**src/design/dwp_pkg.sv**
```systemverilog
`default_nettype none
package dwp_pkg;

	// Field widths
	localparam int COUNT_W = 32;
	localparam int GYRO_W  = 16;
	localparam int MS_W    = 32;
	localparam int SPD_W   = 7;
	localparam int CMD_W   = 8;

	// Derived error widths: two 33-bit deltas plus a 32-bit target, and
	// a 17-bit heading delta against a 16-bit target.
	localparam int DELTA_W = COUNT_W + 1;
	localparam int DERR_W  = COUNT_W + 3;
	localparam int ADIST_W = DERR_W - 1;
	localparam int ROT_W   = GYRO_W + 1;
	localparam int RERR_W  = GYRO_W + 2;
	localparam int AROT_W  = RERR_W - 1;

	// Shared divider: dividend is |span| (7 bit) times an operand of up to
	// 20 bits; the divisor is the brake distance or the ramp time.
	localparam int DIVS_W  = 20;
	localparam int DIVD_W  = SPD_W + DIVS_W;
	localparam int DCNT_W  = $clog2(DIVD_W);
	localparam int PRE_W   = 10;

	// Configuration register indexes
	localparam int CFG_IDX_W = 3;
	localparam logic [CFG_IDX_W-1:0] CFG_TARGET_DISTANCE   = 3'd0;
	localparam logic [CFG_IDX_W-1:0] CFG_TARGET_ROTATION   = 3'd1;
	localparam logic [CFG_IDX_W-1:0] CFG_DISTANCE_DEADBAND = 3'd2;
	localparam logic [CFG_IDX_W-1:0] CFG_BRAKE_DISTANCE    = 3'd3;
	localparam logic [CFG_IDX_W-1:0] CFG_DRIVE_MAX_SPEED   = 3'd4;
	localparam logic [CFG_IDX_W-1:0] CFG_DRIVE_MIN_SPEED   = 3'd5;
	localparam logic [CFG_IDX_W-1:0] CFG_TURN_DEADBAND     = 3'd6;
	localparam logic [CFG_IDX_W-1:0] CFG_HOLD_TIME_MS      = 3'd7;

	typedef struct packed {
		logic              start;
		logic [DIVD_W-1:0] dividend;
		logic [DIVS_W-1:0] divisor;
	} dwp_div_req_t;

	typedef struct packed {
		logic              done;
		logic [DIVD_W-1:0] quotient;
	} dwp_div_rsp_t;

	// Zero stays zero; otherwise a value above hi gives hi, else one below lo gives lo.
	function automatic logic [SPD_W-1:0] clamp_spd(input logic signed [PRE_W-1:0] v,
		input logic [SPD_W-1:0] hi, input logic [SPD_W-1:0] lo);
		logic signed [PRE_W-1:0] hs;
		logic signed [PRE_W-1:0] ls;
		logic [SPD_W-1:0]        r;
		hs = signed'({{(PRE_W-SPD_W){1'b0}}, hi});
		ls = signed'({{(PRE_W-SPD_W){1'b0}}, lo});
		if (v == '0) begin
			r = '0;
		end else if (v > hs) begin
			r = hi;
		end else if (v < ls) begin
			r = lo;
		end else begin
			r = v[SPD_W-1:0];
		end
		return r;
	endfunction

endpackage
`default_nettype wire

```
**src/design/dwp_if.sv**
```systemverilog
`default_nettype none
interface dwp_sample_if import dwp_pkg::*; ();
	logic                      valid;
	logic                      ready;
	logic signed [COUNT_W-1:0] left_count;
	logic signed [COUNT_W-1:0] right_count;
	logic signed [GYRO_W-1:0]  gyro_angle;
	logic [MS_W-1:0]           elapsed_ms;
	logic [MS_W-1:0]           now_ms;

	modport source (output valid, left_count, right_count, gyro_angle, elapsed_ms, now_ms,
		input ready);
	modport sink (input valid, left_count, right_count, gyro_angle, elapsed_ms, now_ms,
		output ready);
endinterface

interface dwp_cmd_if import dwp_pkg::*; ();
	logic                    valid;
	logic                    ready;
	logic signed [CMD_W-1:0] drive_magnitude;
	logic signed [CMD_W-1:0] turn_rate;
	logic                    finished;

	modport source (output valid, drive_magnitude, turn_rate, finished, input ready);
	modport sink (input valid, drive_magnitude, turn_rate, finished, output ready);
endinterface

interface dwp_cfg_if import dwp_pkg::*; ();
	logic                 valid;
	logic                 ready;
	logic [CFG_IDX_W-1:0] index;
	logic [31:0]          data;

	modport source (output valid, index, data, input ready);
	modport sink (input valid, index, data, output ready);
endinterface
`default_nettype wire

```
**src/design/dwp_div.sv**
```systemverilog
`default_nettype none
// Restoring divider, one quotient bit per cycle.
module dwp_div import dwp_pkg::*; (
	input  wire logic         clk,
	input  wire logic         arst_n,
	input  wire dwp_div_req_t req,
	output dwp_div_rsp_t      rsp
);

	logic              run_q;
	logic              done_q;
	logic [DCNT_W-1:0] cnt_q;
	logic [DIVS_W-1:0] rem_q;
	logic [DIVS_W-1:0] dvs_q;
	logic [DIVD_W-1:0] quo_q;
	logic [DIVS_W:0]   trial;
	logic [DIVS_W:0]   diff;
	logic              fits;

	always_comb begin
		trial = {rem_q, quo_q[DIVD_W-1]};
		diff  = trial - {1'b0, dvs_q};
		fits  = trial >= {1'b0, dvs_q};
	end

	always_ff @(posedge clk or negedge arst_n) begin
		if (!arst_n) begin
			run_q  <= 1'b0;
			done_q <= 1'b0;
			cnt_q  <= '0;
		end else begin
			done_q <= 1'b0;
			if (req.start) begin
				run_q <= 1'b1;
				cnt_q <= DCNT_W'(DIVD_W - 1);
			end else if (run_q) begin
				if (cnt_q == '0) begin
					run_q  <= 1'b0;
					done_q <= 1'b1;
				end else begin
					cnt_q <= cnt_q - 1'b1;
				end
			end
		end
	end

	always_ff @(posedge clk) begin
		if (req.start) begin
			rem_q <= '0;
			dvs_q <= req.divisor;
			quo_q <= req.dividend;
		end else if (run_q) begin
			rem_q <= fits ? diff[DIVS_W-1:0] : trial[DIVS_W-1:0];
			quo_q <= {quo_q[DIVD_W-2:0], fits};
		end
	end

	assign rsp.done     = done_q;
	assign rsp.quotient = quo_q;

endmodule
`default_nettype wire

```
**src/design/drive_to_waypoint_profiler_core.sv**
```systemverilog
`default_nettype none
// Steps: an accepted sample word passes delta, error, absolute value and compare,
// then multiply and divide when a braking or ramp quotient is needed, then the
// final step; the quotient comes from a shared restoring divider at one bit per cycle.
// One sample word at a time: ready is high only in idle, and the last step holds
// as long as the previous command word is not taken.
// Reset: all configuration registers take their reset values, the block is
// armed, and no command word is pending.
module drive_to_waypoint_profiler_core import dwp_pkg::*; #(
	parameter int RAMP_TIME_MS     = 500,
	parameter int TURN_BRAKE_ANGLE = 20,
	parameter int TURN_MAX_SPEED   = 80,
	parameter int TURN_MIN_SPEED   = 25,
	parameter bit GYRO_INVERT      = 1'b0
) (
	input wire logic      clk,
	input wire logic      arst_n,
	dwp_sample_if.sink    sample,
	dwp_cmd_if.source     command,
	dwp_cfg_if.sink       cfg
);

	// Sequencer codes
	localparam logic [2:0] ST_IDLE  = 3'd0;
	localparam logic [2:0] ST_DELTA = 3'd1;
	localparam logic [2:0] ST_ERR   = 3'd2;
	localparam logic [2:0] ST_ABS   = 3'd3;
	localparam logic [2:0] ST_CMP   = 3'd4;
	localparam logic [2:0] ST_MUL   = 3'd5;
	localparam logic [2:0] ST_DIV   = 3'd6;
	localparam logic [2:0] ST_FIN   = 3'd7;

	// Drive magnitude source, chosen in the compare step
	localparam logic [1:0] BR_ZERO = 2'd0;
	localparam logic [1:0] BR_MIN  = 2'd1;
	localparam logic [1:0] BR_QUOT = 2'd2;
	localparam logic [1:0] BR_MAX  = 2'd3;

	localparam logic [SPD_W-1:0] TMAX = SPD_W'(TURN_MAX_SPEED);
	localparam logic [SPD_W-1:0] TMIN = SPD_W'(TURN_MIN_SPEED);

	logic [2:0] state_q;

	// Configuration registers
	logic signed [COUNT_W-1:0] tgt_dist_q;
	logic signed [GYRO_W-1:0]  tgt_rot_q;
	logic [15:0]               ddb_q;
	logic [DIVS_W-1:0]         brake_q;
	logic [SPD_W-1:0]          dmax_q;
	logic [SPD_W-1:0]          dmin_q;
	logic [14:0]               tdb_q;
	logic [MS_W-1:0]           hold_q;

	// Tracking state
	logic                      armed_q;
	logic signed [COUNT_W-1:0] base_left_q;
	logic signed [COUNT_W-1:0] base_right_q;
	logic signed [GYRO_W-1:0]  base_head_q;
	logic                      dist_reached_q;
	logic                      head_reached_q;
	logic                      holding_q;
	logic [MS_W-1:0]           hold_start_q;
	logic                      done_q;

	// Per-word working registers
	logic signed [COUNT_W-1:0] left_q;
	logic signed [COUNT_W-1:0] right_q;
	logic signed [GYRO_W-1:0]  gyro_q;
	logic [MS_W-1:0]           elapsed_q;
	logic [MS_W-1:0]           now_q;
	logic signed [DELTA_W-1:0] dl_q;
	logic signed [DELTA_W-1:0] dr_q;
	logic signed [ROT_W-1:0]   rot_q;
	logic signed [DERR_W-1:0]  derr_q;
	logic signed [RERR_W-1:0]  rerr_q;
	logic [ADIST_W-1:0]        adist_q;
	logic [AROT_W-1:0]         arot_q;
	logic [1:0]                br_q;
	logic [SPD_W-1:0]          turn_pre_q;
	logic [DIVS_W-1:0]         mul_val_q;
	logic                      use_ramp_q;

	// Output register
	logic                    res_valid_q;
	logic signed [CMD_W-1:0] res_mag_q;
	logic signed [CMD_W-1:0] res_turn_q;
	logic                    res_fin_q;

	dwp_div_req_t div_req;
	dwp_div_rsp_t div_rsp;

	// Combinational helpers
	logic signed [DERR_W-1:0] dist_sum;
	logic signed [ROT_W-1:0]  rot_raw;
	logic                     in_ddb;
	logic                     in_rdb;
	logic                     dist_r;
	logic                     head_r;
	logic [MS_W-1:0]          hold_elapsed;
	logic                     span_neg;
	logic [SPD_W-1:0]         span_abs;
	logic                     out_free;
	logic signed [PRE_W-1:0]  quot_s;
	logic signed [PRE_W-1:0]  mag_pre;
	logic [SPD_W-1:0]         mag_c;
	logic [SPD_W-1:0]         turn_c;

	assign sample.ready = (state_q == ST_IDLE);
	assign cfg.ready    = 1'b1;
	assign out_free     = !res_valid_q || command.ready;

	always_comb begin
		dist_sum = DERR_W'(dl_q) + DERR_W'(dr_q);
		rot_raw  = ROT_W'(gyro_q) - ROT_W'(base_head_q);
		// Arrival tests; each flag latches once its own test passes
		in_ddb = adist_q < ADIST_W'(ddb_q);
		in_rdb = arot_q < AROT_W'(tdb_q);
		dist_r = dist_reached_q || in_ddb;
		head_r = head_reached_q || in_rdb;
		// Hold timer measured modulo 2^32 from the first on-target word
		hold_elapsed = now_q - (holding_q ? hold_start_q : now_q);
		span_neg = dmin_q > dmax_q;
		span_abs = span_neg ? (dmin_q - dmax_q) : (dmax_q - dmin_q);
	end

	// Shared divider request: |span| * operand over brake distance or ramp time
	always_comb begin
		div_req.start    = (state_q == ST_MUL);
		div_req.dividend = DIVD_W'({{DIVS_W{1'b0}}, span_abs} *
			{{SPD_W{1'b0}}, mul_val_q});
		div_req.divisor  = use_ramp_q ? DIVS_W'(RAMP_TIME_MS) : brake_q;
	end

	dwp_div u_div (
		.clk    (clk),
		.arst_n (arst_n),
		.req    (div_req),
		.rsp    (div_rsp)
	);

	// Final drive and turn commands: the quotient is below 127, so its low
	// byte carries it whole.
	always_comb begin
		quot_s = signed'({{(PRE_W-CMD_W){1'b0}}, div_rsp.quotient[CMD_W-1:0]});
		if (span_neg) begin
			quot_s = -quot_s;
		end
		case (br_q)
			BR_ZERO: mag_pre = '0;
			BR_MIN:  mag_pre = signed'({{(PRE_W-SPD_W){1'b0}}, dmin_q});
			BR_QUOT: mag_pre = quot_s + signed'({{(PRE_W-SPD_W){1'b0}}, dmin_q});
			BR_MAX:  mag_pre = signed'({{(PRE_W-SPD_W){1'b0}}, dmax_q});
			default: mag_pre = '0;
		endcase
		mag_c  = clamp_spd(mag_pre, dmax_q, dmin_q);
		turn_c = clamp_spd(signed'({{(PRE_W-SPD_W){1'b0}}, turn_pre_q}), TMAX, TMIN);
	end

	// Sequencer and control state
	always_ff @(posedge clk or negedge arst_n) begin
		if (!arst_n) begin
			state_q        <= ST_IDLE;
			tgt_dist_q     <= '0;
			tgt_rot_q      <= '0;
			ddb_q          <= 16'd4;
			brake_q        <= DIVS_W'(400);
			dmax_q         <= SPD_W'(127);
			dmin_q         <= SPD_W'(20);
			tdb_q          <= 15'd2;
			hold_q         <= MS_W'(250);
			armed_q        <= 1'b1;
			base_left_q    <= '0;
			base_right_q   <= '0;
			base_head_q    <= '0;
			dist_reached_q <= 1'b0;
			head_reached_q <= 1'b0;
			holding_q      <= 1'b0;
			hold_start_q   <= '0;
			done_q         <= 1'b0;
			res_valid_q    <= 1'b0;
		end else begin
			// Drop the command word once taken
			if (res_valid_q && command.ready) begin
				res_valid_q <= 1'b0;
			end

			case (state_q)
				ST_IDLE: begin
					if (sample.valid) begin
						// First word after a rearm latches the baselines
						if (armed_q) begin
							base_left_q  <= sample.left_count;
							base_right_q <= sample.right_count;
							base_head_q  <= sample.gyro_angle;
							armed_q      <= 1'b0;
						end
						state_q <= ST_DELTA;
					end
				end
				ST_DELTA: state_q <= ST_ERR;
				ST_ERR:   state_q <= ST_ABS;
				ST_ABS:   state_q <= ST_CMP;
				ST_CMP: begin
					dist_reached_q <= dist_r;
					head_reached_q <= head_r;
					if (dist_r && head_r) begin
						if (in_ddb && in_rdb) begin
							if (!holding_q) begin
								holding_q    <= 1'b1;
								hold_start_q <= now_q;
							end
							if (hold_elapsed > hold_q) begin
								done_q <= 1'b1;
							end
						end else begin
							holding_q <= 1'b0;
						end
						state_q <= ST_FIN;
					end else begin
						done_q <= 1'b0;
						// Braking or ramp needs the divider
						if (!in_ddb && (adist_q < ADIST_W'(brake_q) ||
							elapsed_q < MS_W'(RAMP_TIME_MS))) begin
							state_q <= ST_MUL;
						end else begin
							state_q <= ST_FIN;
						end
					end
				end
				ST_MUL: state_q <= ST_DIV;
				ST_DIV: begin
					if (div_rsp.done) begin
						state_q <= ST_FIN;
					end
				end
				ST_FIN: begin
					// Hold until the output register is free
					if (out_free) begin
						res_valid_q <= 1'b1;
						state_q     <= ST_IDLE;
					end
				end
				default: state_q <= ST_IDLE;
			endcase

			// Configuration writes; a target write rearms the block
			if (cfg.valid) begin
				case (cfg.index)
					CFG_TARGET_DISTANCE: begin
						tgt_dist_q     <= signed'(cfg.data[COUNT_W-1:0]);
						armed_q        <= 1'b1;
						dist_reached_q <= 1'b0;
						head_reached_q <= 1'b0;
						holding_q      <= 1'b0;
						done_q         <= 1'b0;
					end
					CFG_TARGET_ROTATION: begin
						tgt_rot_q      <= signed'(cfg.data[GYRO_W-1:0]);
						armed_q        <= 1'b1;
						dist_reached_q <= 1'b0;
						head_reached_q <= 1'b0;
						holding_q      <= 1'b0;
						done_q         <= 1'b0;
					end
					CFG_DISTANCE_DEADBAND: ddb_q   <= cfg.data[15:0];
					CFG_BRAKE_DISTANCE:    brake_q <= cfg.data[DIVS_W-1:0];
					CFG_DRIVE_MAX_SPEED:   dmax_q  <= cfg.data[SPD_W-1:0];
					CFG_DRIVE_MIN_SPEED:   dmin_q  <= cfg.data[SPD_W-1:0];
					CFG_TURN_DEADBAND:     tdb_q   <= cfg.data[14:0];
					CFG_HOLD_TIME_MS:      hold_q  <= cfg.data[MS_W-1:0];
					default: ;
				endcase
			end
		end
	end

	// Datapath registers
	always_ff @(posedge clk) begin
		case (state_q)
			ST_IDLE: begin
				if (sample.valid) begin
					left_q    <= sample.left_count;
					right_q   <= sample.right_count;
					gyro_q    <= sample.gyro_angle;
					elapsed_q <= sample.elapsed_ms;
					now_q     <= sample.now_ms;
				end
			end
			ST_DELTA: begin
				// Baselines were latched on acceptance if armed
				dl_q  <= DELTA_W'(left_q) - DELTA_W'(base_left_q);
				dr_q  <= DELTA_W'(right_q) - DELTA_W'(base_right_q);
				rot_q <= GYRO_INVERT ? -rot_raw : rot_raw;
			end
			ST_ERR: begin
				derr_q <= DERR_W'(tgt_dist_q) - dist_sum;
				rerr_q <= RERR_W'(tgt_rot_q) - RERR_W'(rot_q);
			end
			ST_ABS: begin
				adist_q <= derr_q[DERR_W-1] ? ADIST_W'(-derr_q) : ADIST_W'(derr_q);
				arot_q  <= rerr_q[RERR_W-1] ? AROT_W'(-rerr_q) : AROT_W'(rerr_q);
			end
			ST_CMP: begin
				if (dist_r && head_r) begin
					br_q       <= in_ddb ? BR_ZERO : BR_MIN;
					turn_pre_q <= in_rdb ? '0 : TMIN;
				end else begin
					if (in_ddb) begin
						br_q <= BR_ZERO;
					end else if (adist_q < ADIST_W'(brake_q)) begin
						br_q <= BR_QUOT;
					end else if (elapsed_q < MS_W'(RAMP_TIME_MS)) begin
						br_q <= BR_QUOT;
					end else begin
						br_q <= BR_MAX;
					end
					if (in_rdb) begin
						turn_pre_q <= '0;
					end else if (arot_q < AROT_W'(TURN_BRAKE_ANGLE)) begin
						turn_pre_q <= TMIN;
					end else begin
						turn_pre_q <= TMAX;
					end
				end
				// Operand for the quotient: braking wins over ramp
				use_ramp_q <= !(adist_q < ADIST_W'(brake_q));
				mul_val_q  <= (adist_q < ADIST_W'(brake_q)) ? adist_q[DIVS_W-1:0] :
					elapsed_q[DIVS_W-1:0];
			end
			ST_FIN: begin
				if (out_free) begin
					res_mag_q  <= derr_q[DERR_W-1] ? -signed'({1'b0, mag_c}) :
						signed'({1'b0, mag_c});
					res_turn_q <= rerr_q[RERR_W-1] ? -signed'({1'b0, turn_c}) :
						signed'({1'b0, turn_c});
					res_fin_q  <= done_q;
				end
			end
			default: ;
		endcase
	end

	assign command.valid           = res_valid_q;
	assign command.drive_magnitude = res_mag_q;
	assign command.turn_rate       = res_turn_q;
	assign command.finished        = res_fin_q;

endmodule
`default_nettype wire
```
**src/flat_wrapper.sv**
```systemverilog
// flat-port wrapper written by rule: the top's interface ports become plain ports
module drive_to_waypoint_profiler_core_flat import dwp_pkg::*;
#(
	parameter int RAMP_TIME_MS     = 500,
	parameter int TURN_BRAKE_ANGLE = 20,
	parameter int TURN_MAX_SPEED   = 80,
	parameter int TURN_MIN_SPEED   = 25,
	parameter bit GYRO_INVERT      = 1'b0
)
  (clk, arst_n, sample_valid, sample_left_count, sample_right_count, sample_gyro_angle, sample_elapsed_ms, sample_now_ms, sample_ready, command_valid, command_drive_magnitude, command_turn_rate, command_finished, command_ready, cfg_valid, cfg_index, cfg_data, cfg_ready);
  dwp_sample_if sample_i ();
  dwp_cmd_if command_i ();
  dwp_cfg_if cfg_i ();
  input wire logic clk;
  input wire logic arst_n;
  input wire logic [$bits(sample_i.valid)-1:0] sample_valid;
  input wire logic [$bits(sample_i.left_count)-1:0] sample_left_count;
  input wire logic [$bits(sample_i.right_count)-1:0] sample_right_count;
  input wire logic [$bits(sample_i.gyro_angle)-1:0] sample_gyro_angle;
  input wire logic [$bits(sample_i.elapsed_ms)-1:0] sample_elapsed_ms;
  input wire logic [$bits(sample_i.now_ms)-1:0] sample_now_ms;
  output wire logic [$bits(sample_i.ready)-1:0] sample_ready;
  output wire logic [$bits(command_i.valid)-1:0] command_valid;
  output wire logic [$bits(command_i.drive_magnitude)-1:0] command_drive_magnitude;
  output wire logic [$bits(command_i.turn_rate)-1:0] command_turn_rate;
  output wire logic [$bits(command_i.finished)-1:0] command_finished;
  input wire logic [$bits(command_i.ready)-1:0] command_ready;
  input wire logic [$bits(cfg_i.valid)-1:0] cfg_valid;
  input wire logic [$bits(cfg_i.index)-1:0] cfg_index;
  input wire logic [$bits(cfg_i.data)-1:0] cfg_data;
  output wire logic [$bits(cfg_i.ready)-1:0] cfg_ready;
  assign sample_i.valid = sample_valid;
  assign sample_i.left_count = sample_left_count;
  assign sample_i.right_count = sample_right_count;
  assign sample_i.gyro_angle = sample_gyro_angle;
  assign sample_i.elapsed_ms = sample_elapsed_ms;
  assign sample_i.now_ms = sample_now_ms;
  assign sample_ready = sample_i.ready;
  assign command_valid = command_i.valid;
  assign command_drive_magnitude = command_i.drive_magnitude;
  assign command_turn_rate = command_i.turn_rate;
  assign command_finished = command_i.finished;
  assign command_i.ready = command_ready;
  assign cfg_i.valid = cfg_valid;
  assign cfg_i.index = cfg_index;
  assign cfg_i.data = cfg_data;
  assign cfg_ready = cfg_i.ready;
  drive_to_waypoint_profiler_core #(.RAMP_TIME_MS(RAMP_TIME_MS), .TURN_BRAKE_ANGLE(TURN_BRAKE_ANGLE), .TURN_MAX_SPEED(TURN_MAX_SPEED), .TURN_MIN_SPEED(TURN_MIN_SPEED), .GYRO_INVERT(GYRO_INVERT)) u_core (.clk(clk), .arst_n(arst_n), .sample(sample_i), .command(command_i), .cfg(cfg_i));
endmodule
```
**config.mk**
```make
export PLATFORM = sky130hd
export DESIGN_NAME = drive_to_waypoint_profiler_core_flat
export DESIGN_NICKNAME = d
export VERILOG_FILES = /design/src/design/dwp_pkg.sv /design/src/design/dwp_if.sv /design/src/design/dwp_div.sv /design/src/design/drive_to_waypoint_profiler_core.sv /design/src/flat_wrapper.sv
export SDC_FILE = /design/constraint.sdc
export NUM_CORES = 2
export LEC_CHECK = 0
export ABC_AREA = 1
export BUFFER_PORTS_ARGS = -buffer_cell sky130_fd_sc_hd__buf_2
export CORE_ASPECT_RATIO = 0.8
export CORE_UTILIZATION = 50
export CTS_BUF_LIST = sky130_fd_sc_hd__clkbuf_4 sky130_fd_sc_hd__clkbuf_8
export CTS_CLUSTER_SIZE = 28
export DETAILED_ROUTE_END_ITERATION = 10
export HOLD_SLACK_MARGIN = 0.12
export PLACE_DENSITY = 0.7
export SYNTH_ARGS = -nofsm -noshare
export SYNTH_HDL_FRONTEND = slang
export SYNTH_SLANG_ARGS = --single-unit
```
**constraint.sdc**
```tcl
create_clock -name clk -period 7.7 [get_ports clk]
set_input_delay 1.155 -clock clk [delete_from_list [all_inputs] [get_ports clk]]
set_output_delay 1.155 -clock clk [all_outputs]
set_load 0.005 [all_outputs]
```
==> impl_metrics.env <==
export IMPL_rows=96
export IMPL_synth_cell_types=61
export IMPL_clkLatencyLatePin_ns=0.76
export IMPL_synth_edf_count=420
export IMPL_cts_tree="yes"
export IMPL_post_cts_buffers=0
export IMPL_setup_tns_ns=0
export IMPL_grt_pass1_vias=31700
export IMPL_final_antenna_net_count=0
export IMPL_die_w_um=334
export IMPL_finalCriticalPeriod_ns=7.19
export IMPL_layout_drive_gt1_share=0.106
export IMPL_synth_top_cell_area_share=0.286
export IMPL_critical_path_class="reg2reg"
export IMPL_cts_max_level=3
export IMPL_dp_hpwl_um=80400
export IMPL_vias_per_cell=5.24
export IMPL_path_max_fanout=12
export IMPL_grtUsageTotal=0.236
export IMPL_coreArea_sq_mm=0.0865
export IMPL_synth_ff_type="edfxtp_1"
export IMPL_overflow=0
export IMPL_drtPass1Iterations=7
export IMPL_gp_congestion=0.937
export IMPL_drc=0
export IMPL_yosysSeqAreaShare=0.451
export IMPL_clkSinkCount=713
export IMPL_drt_iter0_markers=2174
export IMPL_grt_antenna_before_repair=4
export IMPL_worst_slew_pin_slew_ns=1.17
export IMPL_yosys_warnings=0
export IMPL_cts_root_buf="clkbuf_8"
export IMPL_ios=204
export IMPL_syn_area_sq_mm=0.0441
export IMPL_yosys_area_top_type="edfxtp_1"
export IMPL_io_buffers=202
export IMPL_async_reset_ff_frac=0.383
export IMPL_post_drt_wl_per_cell_um=16.8
export IMPL_finClkSkew_ns=0.0616
export IMPL_area_growth_pct=10.9
export IMPL_max_freq_mhz=139
export IMPL_setup_viol=0
export IMPL_synthTopCellsByCount="899 x nand2_1, 787 x inv_1, 429 x o21ai_0"
export IMPL_fin_crit_sh=0.934
export IMPL_cts_hold_buf=0
export IMPL_critical_path_slowest_cell="dfstp_2"
export IMPL_crit_arrival_ns=7.66
export IMPL_hp_class="in2async"
export IMPL_wl_um=105000
export IMPL_die_area_sq_mm=0.0893
export IMPL_ys_top_cells_by_area="edfxtp_1 29%, dfrtp_1 14%, ha_1 9.9%, nand2_1 7.7%, inv_1 6.7%"
export IMPL_die_y_um=268
export IMPL_crit_path_max_incr_delay_ns=0.57
export IMPL_grt_start_max_net_pins=158
export IMPL_hold_viol=0
export IMPL_yosysMostFrequentCell="nand2_1"
export IMPL_cp_common_cell="inv_1"
export IMPL_cp_end_kind="register"
export IMPL_relSlewSlack=0.217
export IMPL_num_vias=32800
export IMPL_ys_ff_latch=713
export IMPL_clkSlewWorstSetupHoldPaths_ns=0.07
export IMPL_clockBufferDepth=3
export IMPL_grt_pass1_wl_um=168000
export IMPL_drv_cap=0
export IMPL_start_util=0.510
export IMPL_nNetsFinal=5692
export IMPL_syn_inst=4773
export IMPL_syn_num_nets=5438
export IMPL_cts_buffers=114
export IMPL_drv_slew=0
export IMPL_worstPathRequired_ns=8.17
export IMPL_avgSynthCellArea_sq_um=9.23
export IMPL_rsz0062_at_grt="no"
export IMPL_critical_path_startpoint_type="register"
export IMPL_status="finished clean"
worst max-delay path: cells and delay by family (launching register included):
| family | cells | cell delay, ns |
|---|---|---|
| AOI/OAI and AO/OA | 6 | 1.02 |
| adders and majority gates | 6 | 2.86 |
| buffers and inverters | 7 | 0.70 |
| DFF | 1 | 0.57 |
| and+or+nand+nor | 14 | 1.78 |
repair_timing:
action | CTS | global route
endpoints found under the hold margin | 0 | 0
setup endpoints to repair | 0 | 1
gates resized for setup | 0 | 2
layer usage:
metal  global-route usage  wire length [um]  vias up
met1                0.338             50400    15400
met3               0.0316              5020      196
met5                    0                 0        -
li1                     -                 -    16400
met4               0.0746              3020        0
met2                0.374             46400      817
cells by family (layout without fill, tap and decap cells):
| family | after synthesis | count (layout) | synth area share |
|---|---|---|---|
| AOI/OAI and AO/OA | 902 | 902 | 0.112 |
| xor gates and xnor gates | 247 | 247 | 0.0491 |
| adders and majority gates | 481 | 481 | 0.159 |
| buffers and inverters | 885 | 1239 | 0.0760 |
| DFF | 713 | 713 | 0.451 |
| muxes | 58 | 58 | 0.0140 |
| other | 1 | 4 | 0.0000851 |
| and+or+nand+nor | 1486 | 1486 | 0.139 |
area by class of cell:
type,count,area (sq um)
fill,7681,37600
multi-input combinational,3175,20900
sequential,713,19900
inverter,796,3000
clock buffer,167,2070
tap,1127,1410
timing repair buffer,227,1230
clock inverter,49,389
antenna,3,7.51
flip-flops by register name, indices dropped and copies added, names as in the netlist, 17 cells and up:
signal               count
u_core.brake_q          20
u_core.u_div.dvs_q      20
u_core.tgt_dist_q       32
u_core.base_left_q      32
u_core.u_div.quo_q      27
u_core.base_right_q     32
u_core.adist_q          34
u_core.mul_val_q        20
u_core.elapsed_q        32
u_core.left_q           32
u_core.hold_start_q     32
u_core.rerr_q           18
u_core.dl_q             33
u_core.now_q            32
u_core.dr_q             33
u_core.rot_q            17
u_core.arot_q           17
u_core.derr_q           35
u_core.u_div.rem_q      20
u_core.hold_q           32
u_core.right_q          32
final timing paths:
check / start / endpoint / slack, ns / cells after the start
worst max-delay path: u_core.dmin_q[2] / u_core.u_div.quo_q[26] / 0.51 / 33
worst min-delay path: arst_n / u_core.tdb_q[2] / 0.36 / 1
worst max register to register: u_core.dmin_q[2] / u_core.u_div.quo_q[26] / 0.51 / 33
worst min register to register: u_core.done_q / u_core.command.finished / 0.46 / 0
max in group asynchronous: arst_n / u_core.base_left_q[23] / 5.98 / 2
min in group clk: u_core.done_q / u_core.command.finished / 0.46 / 0
through the flow:
| step | setup slack [ns] | area, sq um | util | hold slack [ns] | std cells |
|---|---|---|---|---|---|
| final | 0.511 | 48900 | 0.565 | 0.364 | 6257 |
| after global routing | 0.0149 | 48900 | 0.565 | 0.358 | 6257 |
| after CTS | 0.445 | 48900 | 0.565 | 0.309 | 6254 |
| after detailed placement | 0.437 | 46400 | 0.537 | 0.446 | 6038 |
| after global placement | 0.561 | 46400 | 0.537 | 0.441 | 6038 |
| after floorplan | 0.959 | 44100 | - | 0.425 | 4773 |
placed cells by master, fill, tap and decap left out, drive strengths merged, types with 28 or more instances in the layout:
cell type,Yosys,routed
dfrtp,252,252
buf,14,227
clkinv,3,40
nand4,49,49
nand3,106,106
o21ai,438,438
nor3,49,49
nor4,32,32
a21oi,305,305
xor2,172,172
fa,131,131
clkbuf,75,167
a31oi,32,32
mux2i,30,30
nand2,912,912
edfxtp,420,420
xnor2,75,75
nor2,316,316
ha,350,350
mux2,28,28
inv,793,796
Power is left out: the tool's default activity adds up to more than one toggle a clock period on the data nets, which glitch-free logic cannot reach.
